[src/rtl/ecn_pkg.sv]
// ----------------------------------------------------------------------------
// ecn_pkg: shared types and constants of the ECEF/NED rotation block.
// Holds the angle constants, the CORDIC arctangent table and angle types.
// ----------------------------------------------------------------------------
package ecn_pkg;

  // Angles in degrees, LSB 2^-22 degree, held in 33 signed bits.
  localparam logic signed [32:0] DEG_90  = 33'sd377487360;
  localparam logic signed [32:0] DEG_180 = 33'sd754974720;
  localparam logic signed [32:0] DEG_360 = 33'sd1509949440;

  // Radians per degree in Q40, split as KH * 2^18 + KL.
  localparam logic signed [17:0] RAD_KH = 18'sd73204;
  localparam logic signed [17:0] RAD_KL = 18'sd108693;

  // CORDIC start value (inverse gain, Q30).
  localparam logic signed [33:0] CORDIC_INV_GAIN = 34'sd652032874;

  // Width of the CORDIC x and y datapath and of matrix entries.
  localparam int XW = 34;
  localparam int MW = 34;

  // An angle after folding: radians Q30 plus a cosine sign flag.
  typedef struct packed {
    logic               flip;
    logic signed [31:0] z;
  } ecn_ang_t;

  // An angle in degrees after wrapping and folding.
  typedef struct packed {
    logic               flip;
    logic signed [32:0] d;
  } ecn_fold_t;

  // Wrap an angle into [-180,180] degrees and fold it into [-90,90].
  function automatic ecn_fold_t fold_angle(input logic signed [32:0] d_in);
    logic signed [32:0] w;
    ecn_fold_t          f;
    w = d_in;
    if (w > DEG_180) begin
      w = w - DEG_360;
    end else if (w < -DEG_180) begin
      w = w + DEG_360;
    end
    f.flip = 1'b0;
    f.d    = w;
    if (w > DEG_90) begin
      f.d    = DEG_180 - w;
      f.flip = 1'b1;
    end else if (w < -DEG_90) begin
      f.d    = -DEG_180 - w;
      f.flip = 1'b1;
    end
    return f;
  endfunction

  // Arctangent of 2^-i in Q30.
  function automatic logic signed [33:0] atan_entry(input int i);
    logic signed [33:0] a;
    unique case (i)
      0:       a = 34'sd843314857;
      1:       a = 34'sd497837829;
      2:       a = 34'sd263043837;
      3:       a = 34'sd133525159;
      4:       a = 34'sd67021687;
      5:       a = 34'sd33543516;
      6:       a = 34'sd16775851;
      7:       a = 34'sd8388437;
      8:       a = 34'sd4194283;
      9:       a = 34'sd2097149;
      default: a = (i <= 30) ? (34'sd1 <<< (30 - i)) : 34'sd0;
    endcase
    return a;
  endfunction

endpackage

[src/rtl/ecn_front.sv]
// ----------------------------------------------------------------------------
// ecn_front: input stage of the rotation block.
// Accepts transactions, wraps and folds both angles and converts them to
// radians in Q30, then hands the item to the queue.
// ----------------------------------------------------------------------------
module ecn_front #(
  parameter int VW = 32
) (
  input  logic                   clk,
  input  logic                   rst_n,
  input  logic                   in_valid,
  output logic                   in_ready,
  input  logic                   command,
  input  logic signed [29:0]     latitude,
  input  logic signed [30:0]     longitude,
  input  logic signed [VW-1:0]   comp_x,
  input  logic signed [VW-1:0]   comp_y,
  input  logic signed [VW-1:0]   comp_z,
  output logic                   push,
  input  logic                   full,
  output logic                   q_cmd,
  output ecn_pkg::ecn_ang_t      q_lat,
  output ecn_pkg::ecn_ang_t      q_lon,
  output logic [3*VW-1:0]        q_vec
);

  logic                  v1_r, v2_r, v3_r;
  logic                  en1, en2, en3;
  logic                  cmd1_r, cmd2_r, cmd3_r;
  logic [3*VW-1:0]       vec1_r, vec2_r, vec3_r;
  ecn_pkg::ecn_fold_t    lat1_r, lon1_r;
  logic                  latf2_r, lonf2_r;
  logic signed [50:0]    lat_ph_r, lat_pl_r, lon_ph_r, lon_pl_r;
  ecn_pkg::ecn_ang_t     lat3_r, lon3_r;
  logic signed [71:0]    lat_t, lon_t;

  // Stage flow control: a stage loads when it is empty or moves on.
  assign en3      = !v3_r || !full;
  assign en2      = !v2_r || en3;
  assign en1      = !v1_r || en2;
  assign in_ready = en1;
  assign push     = v3_r && !full;

  // Rounded conversion of the products to radians Q30.
  assign lat_t = (72'(lat_ph_r) <<< 18) + 72'(lat_pl_r) + (72'sd1 <<< 31);
  assign lon_t = (72'(lon_ph_r) <<< 18) + 72'(lon_pl_r) + (72'sd1 <<< 31);

  // Valid bits of the three stages.
  always_ff @(posedge clk) begin
    if (!rst_n) begin
      v1_r <= 1'b0;
      v2_r <= 1'b0;
      v3_r <= 1'b0;
    end else begin
      if (en1) v1_r <= in_valid;
      if (en2) v2_r <= v1_r;
      if (en3) v3_r <= v2_r;
    end
  end

  // Stage 1: wrap and fold; stage 2: partial products; stage 3: rounding.
  always_ff @(posedge clk) begin
    if (en1) begin
      cmd1_r <= command;
      vec1_r <= {comp_z, comp_y, comp_x};
      lat1_r <= ecn_pkg::fold_angle(33'(latitude));
      lon1_r <= ecn_pkg::fold_angle(33'(longitude));
    end
    if (en2) begin
      cmd2_r   <= cmd1_r;
      vec2_r   <= vec1_r;
      latf2_r  <= lat1_r.flip;
      lonf2_r  <= lon1_r.flip;
      lat_ph_r <= lat1_r.d * ecn_pkg::RAD_KH;
      lat_pl_r <= lat1_r.d * ecn_pkg::RAD_KL;
      lon_ph_r <= lon1_r.d * ecn_pkg::RAD_KH;
      lon_pl_r <= lon1_r.d * ecn_pkg::RAD_KL;
    end
    if (en3) begin
      cmd3_r      <= cmd2_r;
      vec3_r      <= vec2_r;
      lat3_r.flip <= latf2_r;
      lat3_r.z    <= lat_t[63:32];
      lon3_r.flip <= lonf2_r;
      lon3_r.z    <= lon_t[63:32];
    end
  end

  assign q_cmd = cmd3_r;
  assign q_lat = lat3_r;
  assign q_lon = lon3_r;
  assign q_vec = vec3_r;

endmodule

[config.mk]
export PLATFORM = sky130hd
export DESIGN_NAME = ecn_front
export DESIGN_NICKNAME = d
export VERILOG_FILES = /design/src/rtl/ecn_pkg.sv /design/src/rtl/ecn_front.sv
export SDC_FILE = /design/constraint.sdc
export NUM_CORES = 2
export LEC_CHECK = 0
export ABC_CLOCK_PERIOD_IN_PS = 8750
export BUFFER_PORTS_ARGS = -buffer_cell sky130_fd_sc_hd__buf_2
export CORE_UTILIZATION = 30
export DETAILED_ROUTE_END_ITERATION = 6
export GPL_TIMING_DRIVEN = 0
export PLACE_DENSITY = 0.51
export SETUP_SLACK_MARGIN = 0.05
export SYNTH_ARGS = -nofsm -noshare
export SYNTH_HDL_FRONTEND = slang
export SYNTH_SLANG_ARGS = --single-unit
[constraint.sdc]
create_clock -name clk -period 8.75 [get_ports clk]
set_clock_uncertainty 0.1 [all_clocks]
set_input_delay 0.4375 -clock clk [delete_from_list [all_inputs] [get_ports clk]]
set_output_delay 0.4375 -clock clk [all_outputs]
set_load 0.1 [all_outputs]
; Word level (Yosys, flattened, before mapping)
; Cells that the tools add are included.
[totals]
elab_cells = 65
out_inout_bits = 165
register_bits = 620
inputBits = 162
[classes]
order_cmp = 8
n_reduce_logical = 8
multipliers = 4
add_sub_neg = 12
mux = 10
[ops]
columns = op, count
row1 = $mux W33, 8
row2 = $sub A31 B33 Y33 const A, 4
row3 = $add A64 B33 Y64 const B, 2
row4 = $add A64 B51 Y64, 2
row5 = $mul A33 B18 Y51 const B, 2
row6 = $mul A33 B16 Y44 const B, 2
row7 = $mux W34, 2
row8 = $gt A33 B30 Y1 const B, 2
row9 = $lt A33 B30 Y1 const B, 2
row10 = $add A30 B32 Y33 const B, 1
row11 = $add A31 B32 Y33 const B, 1
row12 = $sub A30 B32 Y33 const B, 1
row13 = $sub A31 B32 Y33 const B, 1
row14 = $gt A30 B31 Y1 const B, 1
row15 = $gt A31 B31 Y1 const B, 1
row16 = $lt A30 B31 Y1 const B, 1
row17 = $lt A31 B31 Y1 const B, 1
row18 = $logic_not A1 Y1, 4
row19 = $logic_or A1 B1 Y1, 3
row20 = $logic_and A1 B1 Y1, 1

; Longest topological paths before layout
[depth]
depth_word = 8
depth_mapped = 24
mapped_depth_nobuf = 24

; Worst setup path before layout
; No wires, ideal clock.
[synth_timing]
kind = register to register
start = register lat1_r[6] in the netlist's numbering
end = register lat_ph_r[45], data pin
stages_incl_launch_ff = 25
t_arrival_ns = 6.641
period_less_slack_ns = 7.001
setup_slack_ns = 1.749
setup_ns = 0.260
n_path_buf = 0
required_ns = 8.390
path_cell_list = edfxtp_1 inv_1 fa_1 fa_1 inv_1 fa_1 inv_1 fa_1 inv_1 fa_1 inv_1 fa_1 inv_1 ha_1 nand4_1 nor2_1 a2111oi_0 or3_1 a31oi_1 o31ai_1 a21oi_1 o32a_1 a221o_1 a21oi_1 xnor2_1
[synth_between]
elab_chain_len = 1
[synth_lines]
columns = element, line
row1 = start: declaration, ecn_front.sv:31  ; ecn_pkg::ecn_fold_t lat1_r, lon1_r;
row2 = start signal: assignment, ecn_front.sv:66  ; lat1_r <= ecn_pkg::fold_angle(33'(latitude));
row3 = $mul A33 B16 Y44, ecn_front.sv:74  ; lat_ph_r <= lat1_r.d * ecn_pkg::RAD_KH;
row4 = end signal: assignment, ecn_front.sv:74
row5 = end: declaration, ecn_front.sv:33  ; logic signed [50:0] lat_ph_r, lat_pl_r, lon_ph_r, lon_pl_r;
; No other way between the ends.
; A chain may end at the register's enable or synchronous reset.

; Worst setup path after layout
[layout_timing]
start = register lat1_r[8] in the netlist's numbering
end = register lat_ph_r[44], data pin
; The elaborated chain is that of the path after synthesis.

==> results.yml <==
yosys:
  yosys_warnings: 0
  synth-main-ff-cell: "edfxtp_1"
  synth_cells: 5477
  yosys.area.top_type: "edfxtp_1"
  ys_ff_latch: 580
  synth_most_common_cell: "inv_1"
  avgSynthCellArea_um2: 11.3
  synth_fp_nets: 7407
  postSynth.asyncResetShare_pct: 0
  synth-edff-count: 577
  synth.distinct_cells: 82
  synth.top_cell.area_share_pct: 28.0
  yosysSeqAreaShare_pct: 28.1
  syn_area_um2: 61900
  synthTopCellsByArea: "edfxtp_1 28%, fa_1 27%, ha_1 19%"
  synth_commonest_cells: "1,398 x inv_1, 936 x ha_1, 832 x fa_1"
place:
  hpwl_um: 125000
  io_buffer_count: 322
  post-place-ws_ns: 0.140
  gp_congestion: 0.873
critical_path:
  worstRegToRegCells: 21
  critPathLaunch: "lat1_r[8]"
  rr_endpoint: "lat_ph_r[44]"
  cp_max_fo: 11
  r2r_setup_slack_ns: 0.48
  path_cells: "inv_1 > fa_1 > fa_1 > inv_1 > fa_1 > fa_1 > fa_1 > inv_1 > fa_1 > inv_1 > ha_1 > and3_1 > and3_1 > a311oi_1 > or4_1 > a31oi_1 > o41ai_2 > o31ai_1 > a311o_1 > a21oi_1 > xnor2_1"
  arrival_ns: 8.64
  worst_ep_required_time_ns: 9.12
  crit_slowest_cell: "edfxtp_1"
  crit_end: "lat_ph_r[44]"
  worstReg2RegStart: "lat1_r[8]"
  path_class: "flop to flop"
  startpoint_type: "flop"
  cp_num_buf_inv: 4
  cpLargestDelayFamily: "adder cells"
  crit_cells: 21
  critPathCaptureType: "flop"
  slowest_delay_ns: 0.77
  crit_top_cell: "fa_1"
sta:
  setup_viol: 0
  layout_min_cycle_time_ns: 8.27
  worst_hold_slack_ns: 0.106
  hold_violations: 0
  period_share_pct: 94.6
  slew_viol_final: 0
  max_freq_mhz: 121
  slew_headroom_pct: 18.0
  tightest_slew_ns: 1.23
  layout_setup_ws_ns: 0.475
  rsz0062_at_grt: "yes"
route:
  dr.pass1.iters: 7
  vias: 39300
  viasPerCell: 4.45
  ant_nets: 0
  drt_iter0_markers: 1725
  drc_errors: 1
  wl_per_cell_um: 17.3
  wirelength_um: 153000
clock_network:
  numCtsBuffers: 73
  worstSkewPairLatency_ns: 0.72
  htreeDepth: 3
  cts.sinks: 580
  clock_path_buffers: 3
  clk_pin_slew_worst_paths_ns: 0.06
  cts_tree: "built"
  root_buffer: "clkbuf_16"
finish:
  multi_input_area_um2: 39200
  drive_gt1_share_pct: 8.87
  nFillCells: 20400
  regArea_um2: 17400
  area_delta_synth_final_pct: 15.6
  finish.utilization_pct: 34.9
  nets: 7994
flow_run:
  drv_cap: 0
global_route:
  grt_pass1_vias: 42400
  grt_max_degree: 93
  grt_pass1_wl_um: 241000
  antenna_found_initial: 2
  overflow: 0
  grt_usage_pct: 14.9
floorplanning:
  die_w_um: 456
  fp.coreArea_um2: 205000
  io_pins: 327
  die_h_um: 456
  die_area_um2: 208000
  initial_core_util_pct: 30.2
  num_rows: 166
min_path:
  hp-class: "input port to flop"
status:
  status: "complete, but fails checks"
  violations: "DRC"
[cell families (layout without fill, tap and decap cells)]
family / after synthesis / in the layout / synth area share (%)
flops: 580 / 580 / 28.1
compound gates: 688 / 688 / 7.18
buf+inv: 1437 / 2085 / 8.75
fa+ha+maj: 1769 / 1769 / 45.8
xor+xnor: 331 / 331 / 4.68
other cells: 0 / 1 / 0
mux: 17 / 17 / 0.279
simple gates: 655 / 655 / 5.25
[worst min path at each step]
stage / startpoint / endpoint / slack, ns / cells after the start
3_3_place_gp: vec2_r[43] / q_vec[43] / 0.30 / 0
3_5_place_dp: vec2_r[2] / q_vec[2] / 0.30 / 0
4_1_cts: longitude[24] / lon1_r[24] / 0.002 / 2
6_report: longitude[24] / lon1_r[24] / 0.11 / 2
2_1_floorplan: cmd1_r / cmd2_r / 0.30 / 0
5_1_grt: longitude[24] / lon1_r[24] / 0.08 / 2
[final cells by class]
| cell class | instances | share of cell area (%) |
|---|---|---|
| multi-input cells | 3460 | 54.7 |
| flip-flops and latches | 580 | 24.3 |
| inverters | 1399 | 7.34 |
| repair buffers | 512 | 5.06 |
| well taps | 2688 | 4.70 |
| clock buffers | 82 | 2.60 |
| clock inverters | 54 | 1.10 |
| plain buffers | 38 | 0.232 |
| diodes | 1 | 0.00349 |
[through the flow]
stage / area (um2) / instances / setup TNS [ns]
CTS: 71400 / 8789 / 0
global route: 71600 / 8814 / 0
finish: 71600 / 8814 / 0
global placement: 66900 / 8487 / -134.46
detailed placement: 67200 / 8498 / 0
floorplan: 61900 / 5477 / 0
[routing by layer]
metal	up-vias	routed length (um)	track usage, %
li1	19000	-	-
met1	19400	66800	18.5
met2	687	77200	27.1
met3	157	5180	2.02
met4	0	3400	3.64
met5	-	0	0
[cell usage in the layout (no fill, tap or decap), types with 13 or more instances in the layout]
cell / netlist / final
a31oi_1: 14 / 14
clkbuf_16: 0 / 73
a21o_1: 92 / 92
and3_1: 13 / 13
clkbuf_1: 26 / 35
clkinv_2: 0 / 13
o21a_1: 46 / 46
bufinv_16: 0 / 13
a21oi_1: 206 / 206
nor2_1: 167 / 167
mux2i_1: 15 / 15
xnor2_1: 226 / 226
and2_1: 30 / 30
a211oi_1: 28 / 28
nor2b_1: 45 / 45
xor2_1: 105 / 105
fa_1: 832 / 832
nand2_1: 150 / 148
ha_1: 936 / 936
nand2b_1: 45 / 45
nand3_1: 43 / 43
o21bai_1: 22 / 22
o31ai_1: 27 / 27
or2_2: 35 / 35
inv_1: 1398 / 1397
edfxtp_1: 577 / 577
nand4_1: 29 / 29
buf_2: 4 / 326
o211ai_1: 15 / 15
dlygate4sd3_1: 0 / 155
nor3_1: 50 / 50
o21ai_0: 130 / 130
buf_4: 0 / 24
[flip-flops by register name (all words and copies together), names as in the netlist]
| register | count |
|---|---|
| cmd2_r | 1 |
| lat_pl_r | 34 |
| q_vec | 96 |
| lonf2_r | 1 |
| vec2_r | 96 |
| v1_r | 1 |
| latf2_r | 1 |
| lat_ph_r | 41 |
| lon_ph_r | 41 |
| lon_pl_r | 34 |
| q_lat | 33 |
| lat1_r | 34 |
| v3_r | 1 |
| v2_r | 1 |
| q_lon | 33 |
| cmd1_r | 1 |
| vec1_r | 96 |
| lon1_r | 34 |
| q_cmd | 1 |
[what timing repair did]
action,4_1_cts,5_1_grt
setup buffers,0,23
setup endpoints to repair,0,7
gates resized for setup,0,1
hold buffers,155,0
endpoints found under the hold margin,151,0
Power is not shown: default switching activity piles up to over one toggle a cycle in this logic, so the estimate is an artifact.
