## config.mk

```make
export PLATFORM = sky130hd
export DESIGN_NAME = ecn_fifo
export DESIGN_NICKNAME = d
export VERILOG_FILES = /design/src/rtl/ecn_fifo.sv
export SDC_FILE = /design/constraint.sdc
export NUM_CORES = 1
export LEC_CHECK = 0
export BUFFER_PORTS_ARGS = -buffer_cell sky130_fd_sc_hd__buf_2
export CAP_MARGIN = 0
export CORE_MARGIN = 8
export CORE_UTILIZATION = 30
export DETAILED_ROUTE_END_ITERATION = 6
export GPL_ROUTABILITY_DRIVEN = 0
export PLACE_DENSITY = 0.46
export REMOVE_ABC_BUFFERS = 1
export SLEW_MARGIN = 20
export SYNTH_ARGS = -nofsm -noshare
export SYNTH_HDL_FRONTEND = slang
export SYNTH_SLANG_ARGS = --single-unit
```

## constraint.sdc

```tcl
create_clock -name clk -period 4.1 [get_ports clk]
set_input_delay 0.205 -clock clk [delete_from_list [all_inputs] [get_ports clk]]
set_output_delay 0.205 -clock clk [all_outputs]
set_load 0.005 [all_outputs]
```

## src/rtl/ecn_fifo.sv

```systemverilog
// ----------------------------------------------------------------------------
// ecn_fifo: short queue between the front and the back of the block.
// Four entries, registered count, read from the head.
// ----------------------------------------------------------------------------
module ecn_fifo #(
  parameter int DW = 8
) (
  input  logic          clk,
  input  logic          rst_n,
  input  logic          push,
  input  logic [DW-1:0] wdata,
  output logic          full,
  input  logic          pop,
  output logic [DW-1:0] rdata,
  output logic          empty
);

  localparam int DEPTH = 4;
  localparam int AW    = $clog2(DEPTH);

  logic [DW-1:0] mem [DEPTH];
  logic [AW-1:0] wp_r, rp_r;
  logic [AW:0]   cnt_r;

  assign full  = (cnt_r == (AW+1)'(DEPTH));
  assign empty = (cnt_r == '0);
  assign rdata = mem[rp_r];

  // Pointers and fill count.
  always_ff @(posedge clk) begin
    if (!rst_n) begin
      wp_r  <= '0;
      rp_r  <= '0;
      cnt_r <= '0;
    end else begin
      if (push) wp_r <= wp_r + 1'b1;
      if (pop)  rp_r <= rp_r + 1'b1;
      cnt_r <= cnt_r + (AW+1)'(push) - (AW+1)'(pop);
    end
  end

  // Entry storage.
  always_ff @(posedge clk) begin
    if (push) mem[wp_r] <= wdata;
  end

endmodule

```

Yosys cells after proc, flatten, opt, wreduce, memory -nomap -nowiden

Memory sizes are Yosys's and may differ from the RTL's. A register that Yosys moved wholly into a read port is not among the register bits.
Cells that the tools add are included.
W data, S select, Z words.

Register bits after elaboration: 7
RAM bits: 32
Input port bits: 12
Output and inout port bits: 10
Logic and storage cells: 14
Memories kept: 1

Add/sub/neg operators: 4
Equality and inequality tests: 1
Muxes and demuxes: 4
Reductions and logical operators: 1

Memories:

| memory | words | bits a word | rd ports | clocked after memory_dff | write ports | RTL line | text |
|---|---|---|---|---|---|---|---|
| mem    | 4     | 8           | 1        | 1                        | 1           | 21       | `logic [DW-1:0] mem [DEPTH];` |

Operators by type and width:

| kind                  | count |
|---|---|
| $add A2 B1 Y2 const B | 2 |
| $mux W2               | 2 |
| $add A3 B1 Y3         | 1 |
| $eq A3 B3 Y1 const B  | 1 |
| $logic_not A3 Y1      | 1 |
| $sub A3 B1 Y3         | 1 |
| $mux W1               | 2 |

Logic depth before layout (Yosys ltp)

Gate-level depths: netlist of run 1.

Word-level depth: 3
Depth in mapped cells: 7
Depth with buffers taken out: 7

Worst setup path before layout of run 1

OpenSTA, ideal clock, no wires.

Path kind: reg2reg
Start: register cnt_r[0]
End: register cnt_r[2]
Library setup time: 0.117 ns
Arrival time: 1.392 ns
Required time: 3.983 ns
Setup slack: 2.591 ns
Cell stages (with the launch flop): 8
Buffers on the path: 0
Clock period less this slack: 1.509 ns
Cell sequence: dfxtp_1 > inv_1 > ha_1 > inv_1 > ha_1 > fa_1 > xor3_1 > nor2_1

Word-level cells in the longest chain between the ends: 2

RTL lines:

| what                   | RTL line | text |
|---|---|---|
| from (decl)            | 23       | `logic [AW:0] cnt_r;` |
| from (signal assigned) | 38       | `cnt_r <= cnt_r + (AW+1)'(push) - (AW+1)'(pop);` |
| $add A3 B1 Y3          | 38       |  |
| $sub A3 B1 Y3          | 38       |  |

Every way passes these cells.
A chain may end at the register's enable or synchronous reset.

==> results of run 1 <==
layer usage:
metal / up-vias / part of all wire / GRT usage
met2: 18 / 0.51 / 0.1226
met4: 0 / 0.019 / 0.04079
li1: 365 / - / -
met3: 6 / 0.084 / 0.04044
met1: 385 / 0.39 / 0.07091
met5: - / 0 / 0
power by group through the flow:
stage | registers (mW) | clock network (mW) | logic, mW
4_1_cts | 0.498 | 0.316 | 0.114
3_3_place_gp | 0.506 | 0 | 0.112
5_1_grt | 0.502 | 0.335 | 0.123
6_report | 0.498 | 0.305 | 0.110
2_1_floorplan | 0.501 | 0 | 0.0748
3_5_place_dp | 0.507 | 0 | 0.114
cell usage in the layout (no fill, tap or decap):
cell type	netlist	routed
nor2_1	5	5
and3_1	1	1
clkinv_1	0	1
clkbuf_8	0	5
nand3b_1	1	1
xnor2_1	2	2
a21oi_1	1	1
mux4_2	8	8
edfxtp_1	32	32
buf_2	0	21
mux2i_1	1	1
clkbuf_1	0	1
and2_1	6	6
xor3_1	1	1
fa_1	1	1
bufinv_16	0	1
nor3_1	1	1
inv_1	7	7
ha_1	6	6
a21bo_2	1	1
dfxtp_1	9	9
critical path, delay by kind of cell, from the launching register on:
kind                   cells  cell delay [ps]
DFF                        1              690
muxes                      1              580
buffers and inverters      1              140
registers in the layout (all words and copies together) (netlist names), named ones only:
register and count:
wp_r 2, cnt_r 3, rp_r 2, mem 32
synth_stat cells, drive strengths merged:
cell type  number
and2            6
edfxtp         32
mux4            8
nor3            1
xor3            1
nor2            5
a21oi           1
mux2i           1
xnor2           2
dfxtp           9
inv             7
clkbuf          1
fa              1
nand3b          1
and3            1
a21bo           1
buf             1
ha              6
final timing paths:
check	from	endpoint	slack (ps)	depth (start not counted)
worst max register to register	cnt_r[0]	cnt_r[2]	2550	7
worst min-delay path	wdata[5]	mem[2][5]	130	1
worst max-delay path	register	rdata[6]	2190	2
worst min register to register	rp_r[1]	rp_r[1]	550	2
stage by stage:
| stage | util | instances | cell area [um^2] |
|---|---|---|---|
| finish | 0.3664 | 182 | 1883 |
| detailed placement | 0.3457 | 174 | 1777 |
| CTS | 0.3664 | 182 | 1883 |
| global placement | 0.3457 | 174 | 1777 |
| floorplan | - | 83 | 1584 |
| global route | 0.3664 | 182 | 1883 |
area by class of cell:
class	instances	area share
multi-input cells	35	0.2213
inverters	7	0.01395
clock inverters	2	0.01794
flip-flops and latches	41	0.6060
clock buffers	6	0.03854
well taps	70	0.04651
repair buffers	21	0.05581
logic make-up (layout without fill, tap and decap cells):
group	after synthesis	in the layout
xor gates and xnor gates	3	3
AOI/OAI and AO/OA	2	2
adders and majority gates	7	7
and+or+nand+nor	14	14
muxes	9	9
buffers and inverters	9	36
DFF	41	41
==> impl_metrics.yaml, run 1 <==
critical_path:
  critPathMaxFanout: 8
  crit_chain: "mux4_2, buf_2"
  worstPathRequired_ps: 3890
  slowest_delay_ps: 690
  critPathLaunchType: "register"
  worstSetupEndpointType: "primary output"
  worst_path_max_delay_cell: "dfxtp_1"
  arrival_ps: 1710
  crit_type: "register to primary output"
logic_synthesis:
  synth_xor_area_frac: 0.02580
  synth_top_family_by_area: "multiplexers"
  synth.area.top_cells: "edfxtp_1 (60%), dfxtp_1 (11%), mux4_2 (11%), ha_1 (4.7%), and2_1 (2.3%)"
  synthMuxAreaShare: 0.1188
  yosysTopAreaCell: "edfxtp_1"
  synth-seq-cells: 41
  synth-compound-area-share: 0.009382
  synthCells: 85
  synth_simple_gate_area_frac: 0.04691
  synthAdderAreaFrac: 0.05942
  yosysUniqueCellTypes: 18
  synth_seq_area_share: 0.7131
  yosys_warnings: 0
  avgSynthCellArea_um2: 18.83
  synth_top_area_frac: 0.6005
  syn_area_um2: 1600
placed_design:
  port_buffers: 21
  place_ws_ps: 2455
  dp_hpwl_um: 1901
detailed_routing:
  finalWirelength_um: 2588
  vias: 774
  via_per_inst: 4.253
  drtAntennaViolNets: 0
  dr.pass1.iters: 4
  drc: 0
  wl_per_cell_um: 14.22
  drt_iter0_markers: 19
timing:
  worst_slack_ps: 2189
  relSlewSlack: 0.6104
  timing.final.crit_share: 0.4660
  timing.final.crit_period_ps: 1911
  rsz0062_at_grt: "false"
  setup_viol: 0
  worst_pin_slew_ps: 583.6
  max_freq_mhz: 523.4
  clock-skew-final_ps: 3.951
  finalMaxSlewViolations: 0
  timing_hold_violations_final: 0
  setup_tns_ps: 0
  hold_ws_ps: 134.1
clocking:
  cts_tree: "done"
  cts_setup_buffers: 0
  cts-buffers-inserted: 5
  clkLatencyLatePin_ps: 280
  ctsHoldBuffers: 0
  cts.reportedPaths.clkPinSlew_ps: 70
  root_buffer: "clkbuf_8"
  htreeDepth: 2
  cts.repair.resized: 0
  cts_buffer_depth: 2
  clkSinkCount: 41
finish:
  n_antenna_cell: 0
  fill_cells: 517
  nets: 130
  multi_input_area_um2: 416.7
  seq_area_um2: 1141
  layout-drive-gt1-share: 0.3214
  syn_to_final_growth_pct: 17.67
run:
  cap_violations: 0
die:
  fp.dieW_um: 89.04
  die-area_um2: 7927
  start_util: 0.3113
  core_um2: 5140
  num_rows: 26
  ios: 22
  die_h_um: 89.04
global_routing:
  grt_max_degree: 13
  grt_pass1_wl_um: 4064
  antenna_found_initial: 0
  grt_pass1_vias: 855
  grt_usage: 0.07352
  overflow: 0
power_and_ir_drop:
  p_leak_nw: 0.6884
  p_per_area_nw_per_um2: 484.6
  intPower_mw: 0.7224
  pwr-share-seq: 0.545
  switchingPower_mw: 0.1901
  p_clk_frac: 0.334
  swShare: 0.2083
  pwr-share-comb: 0.121
  finalPower_mw: 0.9125
  ir_drop_v: 0.0001683
min_path:
  min_path_type: "primary input to register"
run_status:
  status: "complete, no violations"
Note: power is estimated with default switching activity, not from simulation.
==> run 2, diff against run 1 <==
- PLACE_DENSITY: 0.46 -> 0.48
- clock period: 4.1 -> 1.75 ns (I/O delays scaled with it)
==> impl_metrics.yaml, run 2 (synthesis gave the netlist of run 1 again) <==
finish:
  n_antenna_cell: 0
  largest_reg_flops: 32
  top_register: "mem"
  layout_common_cells: "edfxtp_1 (32), buf_2 (21), dfxtp_1 (9), mux4_2 (8), inv_1 (7)"
  nets: 131
  layout_commonest_cell: "edfxtp_1"
  fill_cells: 520
  syn_to_final_growth_pct: 18.14
  final_area_um2: 1891
  layout-drive-gt1-share: 0.3274
  top_regs: "mem: 32 flops, cnt_r: 3 flops"
timing:
  finalMaxSlewViolations: 0
  timing.final.crit_share: 0.9152
  setup_viol: 0
  clock-skew-final_ps: 4.738
  hold_ws_ps: 26.52
  worst_slack_ps: 148.5
  worst_pin_slew_ps: 467.5
  timing.final.crit_period_ps: 1602
  setup_tns_ps: 0
  rsz0062_at_grt: "false"
  max_freq_mhz: 624.4
  timing_hold_violations_final: 0
  relSlewSlack: 0.6883
critical_path:
  critPathLaunchType: "register"
  worstSetupEndpointType: "register"
  arrival_ps: 1770
  path_buf_inv: 2
  worst_path_max_delay_cell: "fa_1"
  timing.rr.end: "cnt_r[2]"
  r2r_cells: 7
  crit_type: "register to register"
  r2r_start: "cnt_r[0]"
  slowest_delay_ps: 380
  crit_chain: "inv_1, ha_1, inv_1, ha_1, fa_1, xor3_1, nor2_1"
  r2r_slack_ps: 150
  critPathMaxFanout: 2
  path_delay_family: "adder cells"
  worstPathRequired_ps: 1920
global_routing:
  grt_pass1_wl_um: 4471
  grt_usage: 0.07718
  overflow: 0
  grt_pass1_vias: 889
  antenna_found_initial: 0
  grt_max_degree: 13
power_and_ir_drop:
  p_per_area_nw_per_um2: 1135
  finalPower_mw: 2.146
  ir_drop_v: 0.0004000
  p_leak_nw: 0.6936
clocking:
  cts-buffers-inserted: 5
  cts.repair.resized: 0
  cts_tree: "done"
  clkLatencyLatePin_ps: 280
  cts.reportedPaths.clkPinSlew_ps: 70
  htreeDepth: 2
  ctsHoldBuffers: 0
  clkSinkCount: 41
  cts_buffer_depth: 2
  root_buffer: "clkbuf_8"
  cts_setup_buffers: 0
min_path:
  min_path_type: "primary input to register"
  min_to: "mem[1][4]"
  whs_path_depth: 1
  hold_start: "wdata[4]"
die:
  die_h_um: 89.04
  ios: 22
  num_rows: 26
  die-area_um2: 7927
  start_util: 0.3113
  fp.dieW_um: 89.04
  core_um2: 5140
placed_design:
  port_buffers: 21
  place_ws_ps: 138.5
  place_area_um2: 1784
  dp_hpwl_um: 1898
detailed_routing:
  finalWirelength_um: 2699
  dr.pass1.iters: 4
  drc: 0
  drt_iter0_markers: 17
  drtAntennaViolNets: 0
  wl_per_cell_um: 14.75
  vias: 765
  via_per_inst: 4.180
run_status:
  status: "complete, no violations"
run:
  cap_violations: 0
==> run 2: changes by cell type in the layout (fill, tap and decap cells not counted), sizes merged <==
cell / previous run / this run
buf: 21 / 22
==> run 2: metrics by stage <==
| step | instances | util |
|---|---|---|
| after floorplan | 83 | - |
| final | 183 | 0.3678 |
| after global routing | 183 | 0.3678 |
| after detailed placement | 175 | 0.3471 |
| after CTS | 183 | 0.3678 |
| after global placement | 175 | 0.3471 |
==> run 2: power breakdown <==
| part | total (mW) | internal (mW) | leakage, nW | switching, mW |
|---|---|---|---|---|
| Combinational | 0.278 | 0.158 | 0.272 | 0.120 |
| Sequential | 1.16 | 1.12 | 0.368 | 0.0375 |
| Clock | 0.712 | 0.421 | 0.0528 | 0.292 |
| Total | 2.15 | 1.70 | 0.694 | 0.450 |
==> run 2: cell type report <==
type,instances,area [um^2],area share
clock buffer,6,72.57,0.03839
clock inverter,2,33.78,0.01787
inverter,7,26.28,0.01390
multi-input combinational,35,416.7,0.2204
sequential,41,1141,0.6036
tap,70,87.58,0.04633
timing repair buffer,22,112.6,0.05956
==> run 2: how the worst max path moves through the flow <==
stage          slack [ps]        to  cells after the start     start
2_1_floorplan         240  cnt_r[2]                      7  cnt_r[0]
3_3_place_gp          210  cnt_r[2]                      7  cnt_r[0]
3_5_place_dp          140  cnt_r[2]                      7  cnt_r[0]
4_1_cts               130  cnt_r[2]                      7  cnt_r[0]
5_1_grt                60  cnt_r[2]                      7  cnt_r[0]
6_report              150  cnt_r[2]                      7  cnt_r[0]
==> run 2: routing by layer <==
| metal | track usage | routed length, um |
|---|---|---|
| met1 | 0.09319 | 1167 |
| met2 | 0.1213 | 1368 |
| met3 | 0.02574 | 143 |
| met4 | 0.03625 | 19 |
| met5 | 0 | 0 |
==> run 3, diff against run 2 <==
- CELL_PAD_IN_SITES_DETAIL_PLACEMENT: unset -> 0
- CELL_PAD_IN_SITES_GLOBAL_PLACEMENT: unset -> 1
- PLACE_DENSITY: 0.48 -> 0.66
==> impl_metrics.yaml, run 3 (synthesis gave the netlist of run 1 again) <==
die:
  start_util: 0.3113
  die_h_um: 89.04
  die-area_um2: 7927
  ios: 22
  num_rows: 26
  fp.dieW_um: 89.04
  core_um2: 5140
clocking:
  clkSinkCount: 41
  cts_tree: "done"
  cts.reportedPaths.clkPinSlew_ps: 80
  htreeDepth: 2
  cts-buffers-inserted: 5
  cts_setup_buffers: 0
  ctsHoldBuffers: 0
  cts_buffer_depth: 2
  cts.repair.resized: 0
  root_buffer: "clkbuf_8"
  clkLatencyLatePin_ps: 290
placed_design:
  port_buffers: 21
  dp_hpwl_um: 1880
  placedCellCount: 175
timing:
  timing.final.crit_period_ps: 1560
  setup_tns_ps: 0
  finalMaxSlewViolations: 0
  timing.final.crit_share: 0.8915
  timing_hold_violations_final: 0
  relSlewSlack: 0.7057
  rsz0062_at_grt: "false"
  clock-skew-final_ps: 4.850
  worst_pin_slew_ps: 441.5
  max_freq_mhz: 641.0
  setup_viol: 0
critical_path:
  arrival_ps: 1740
  crit_chain: "inv_1, ha_1, inv_1, ha_1, fa_1, xor3_1, nor2_1"
  critPathLaunchType: "register"
  slowest_delay_ps: 370
  worstSetupEndpointType: "register"
  crit_type: "register to register"
  critPathMaxFanout: 2
  worst_path_max_delay_cell: "fa_1"
  worstPathRequired_ps: 1930
detailed_routing:
  dr.pass1.iters: 4
  wl_per_cell_um: 14.42
  vias: 774
  finalWirelength_um: 2639
  drt_iter0_markers: 50
  drtAntennaViolNets: 0
  via_per_inst: 4.230
  drc: 0
global_routing:
  overflow: 0
  grt_max_degree: 14
  grt_usage: 0.07162
  antenna_found_initial: 0
  grt_pass1_vias: 906
  grt_pass1_wl_um: 4112
power_and_ir_drop:
  ir_drop_v: 0.0005574
  p_leak_nw: 0.6925
  p_per_area_nw_per_um2: 1142
finish:
  fill_cells: 518
  nets: 131
  n_antenna_cell: 0
  largest_reg_flops: 32
  top_regs: "mem: 32 flops, cnt_r: 3 flops"
  syn_to_final_growth_pct: 18.37
  final_cells: 183
  layout-drive-gt1-share: 0.3363
  layout_common_cells: "edfxtp_1 (32), buf_2 (21), dfxtp_1 (9), mux4_2 (8), inv_1 (7)"
  layout_commonest_cell: "edfxtp_1"
  top_register: "mem"
run_status:
  status: "complete, no violations"
min_path:
  min_path_type: "primary input to register"
run:
  cap_violations: 0
==> run 3: cell types whose count changed in the layout (fill, tap and decap cells not counted) <==
cell,delta
clkinvlp_4,+1
clkbuf_1,-1
==> run 3: critical path, delay by kind of cell (launching register included) <==
kind                       cells  cell delay (ps)
buffers and inverters          2               90
adders and majority gates      3              810
xor gates and xnor gates       1              200
DFF                            1              330
and+or+nand+nor                1               40
==> run 3: stage by stage <==
stage | setup WS [ps] | total power [mW] | cell area, um^2 | util | hold WS [ps]
CTS | 157.4 | 2.194 | 1894 | 0.3685 | 10.15
detailed placement | 189.0 | 1.462 | 1784 | 0.3471 | 314.2
global placement | 215.9 | 1.448 | 1784 | 0.3471 | 298.8
floorplan | 241.1 | 1.349 | 1584 | - | 186.4
global route | 82.12 | 2.275 | 1894 | 0.3685 | 4.839
finish | 189.9 | 2.162 | 1894 | 0.3685 | 15.46
==> run 3: area by class of cell <==
class | count | area (um^2) | share of cell area
repair buffers | 22 | 112.6 | 0.05945
flip-flops and latches | 41 | 1141 | 0.6024
clock buffers | 5 | 68.82 | 0.03633
inverters | 7 | 26.28 | 0.01387
well taps | 70 | 87.58 | 0.04624
multi-input cells | 35 | 416.7 | 0.2199
clock inverters | 3 | 41.29 | 0.02180
==> run 3: worst paths after layout <==
path / endpoint / cells after the start / start / slack [ps]
worst min register to register: wp_r[1] / 2 / wp_r[1] / 560
worst max-delay path: cnt_r[2] / 7 / cnt_r[0] / 190
worst max register to register: cnt_r[2] / 7 / cnt_r[0] / 190
worst min-delay path: mem[2][4] / 1 / wdata[4] / 20
==> run 3: per-layer routing <==
| layer | share of wire | GRT usage |
|---|---|---|
| met1 | 0.43 | 0.07830 |
| met2 | 0.48 | 0.1166 |
| met3 | 0.083 | 0.03676 |
| met4 | 0.0038 | 0.02568 |
| met5 | 0 | 0 |
==> run 3: power breakdown <==
| group | switching, mW | total (mW) | internal (mW) |
|---|---|---|---|
| sequential | 0.0345 | 1.15 | 1.12 |
| clock | 0.312 | 0.732 | 0.420 |
| combinational | 0.121 | 0.278 | 0.157 |
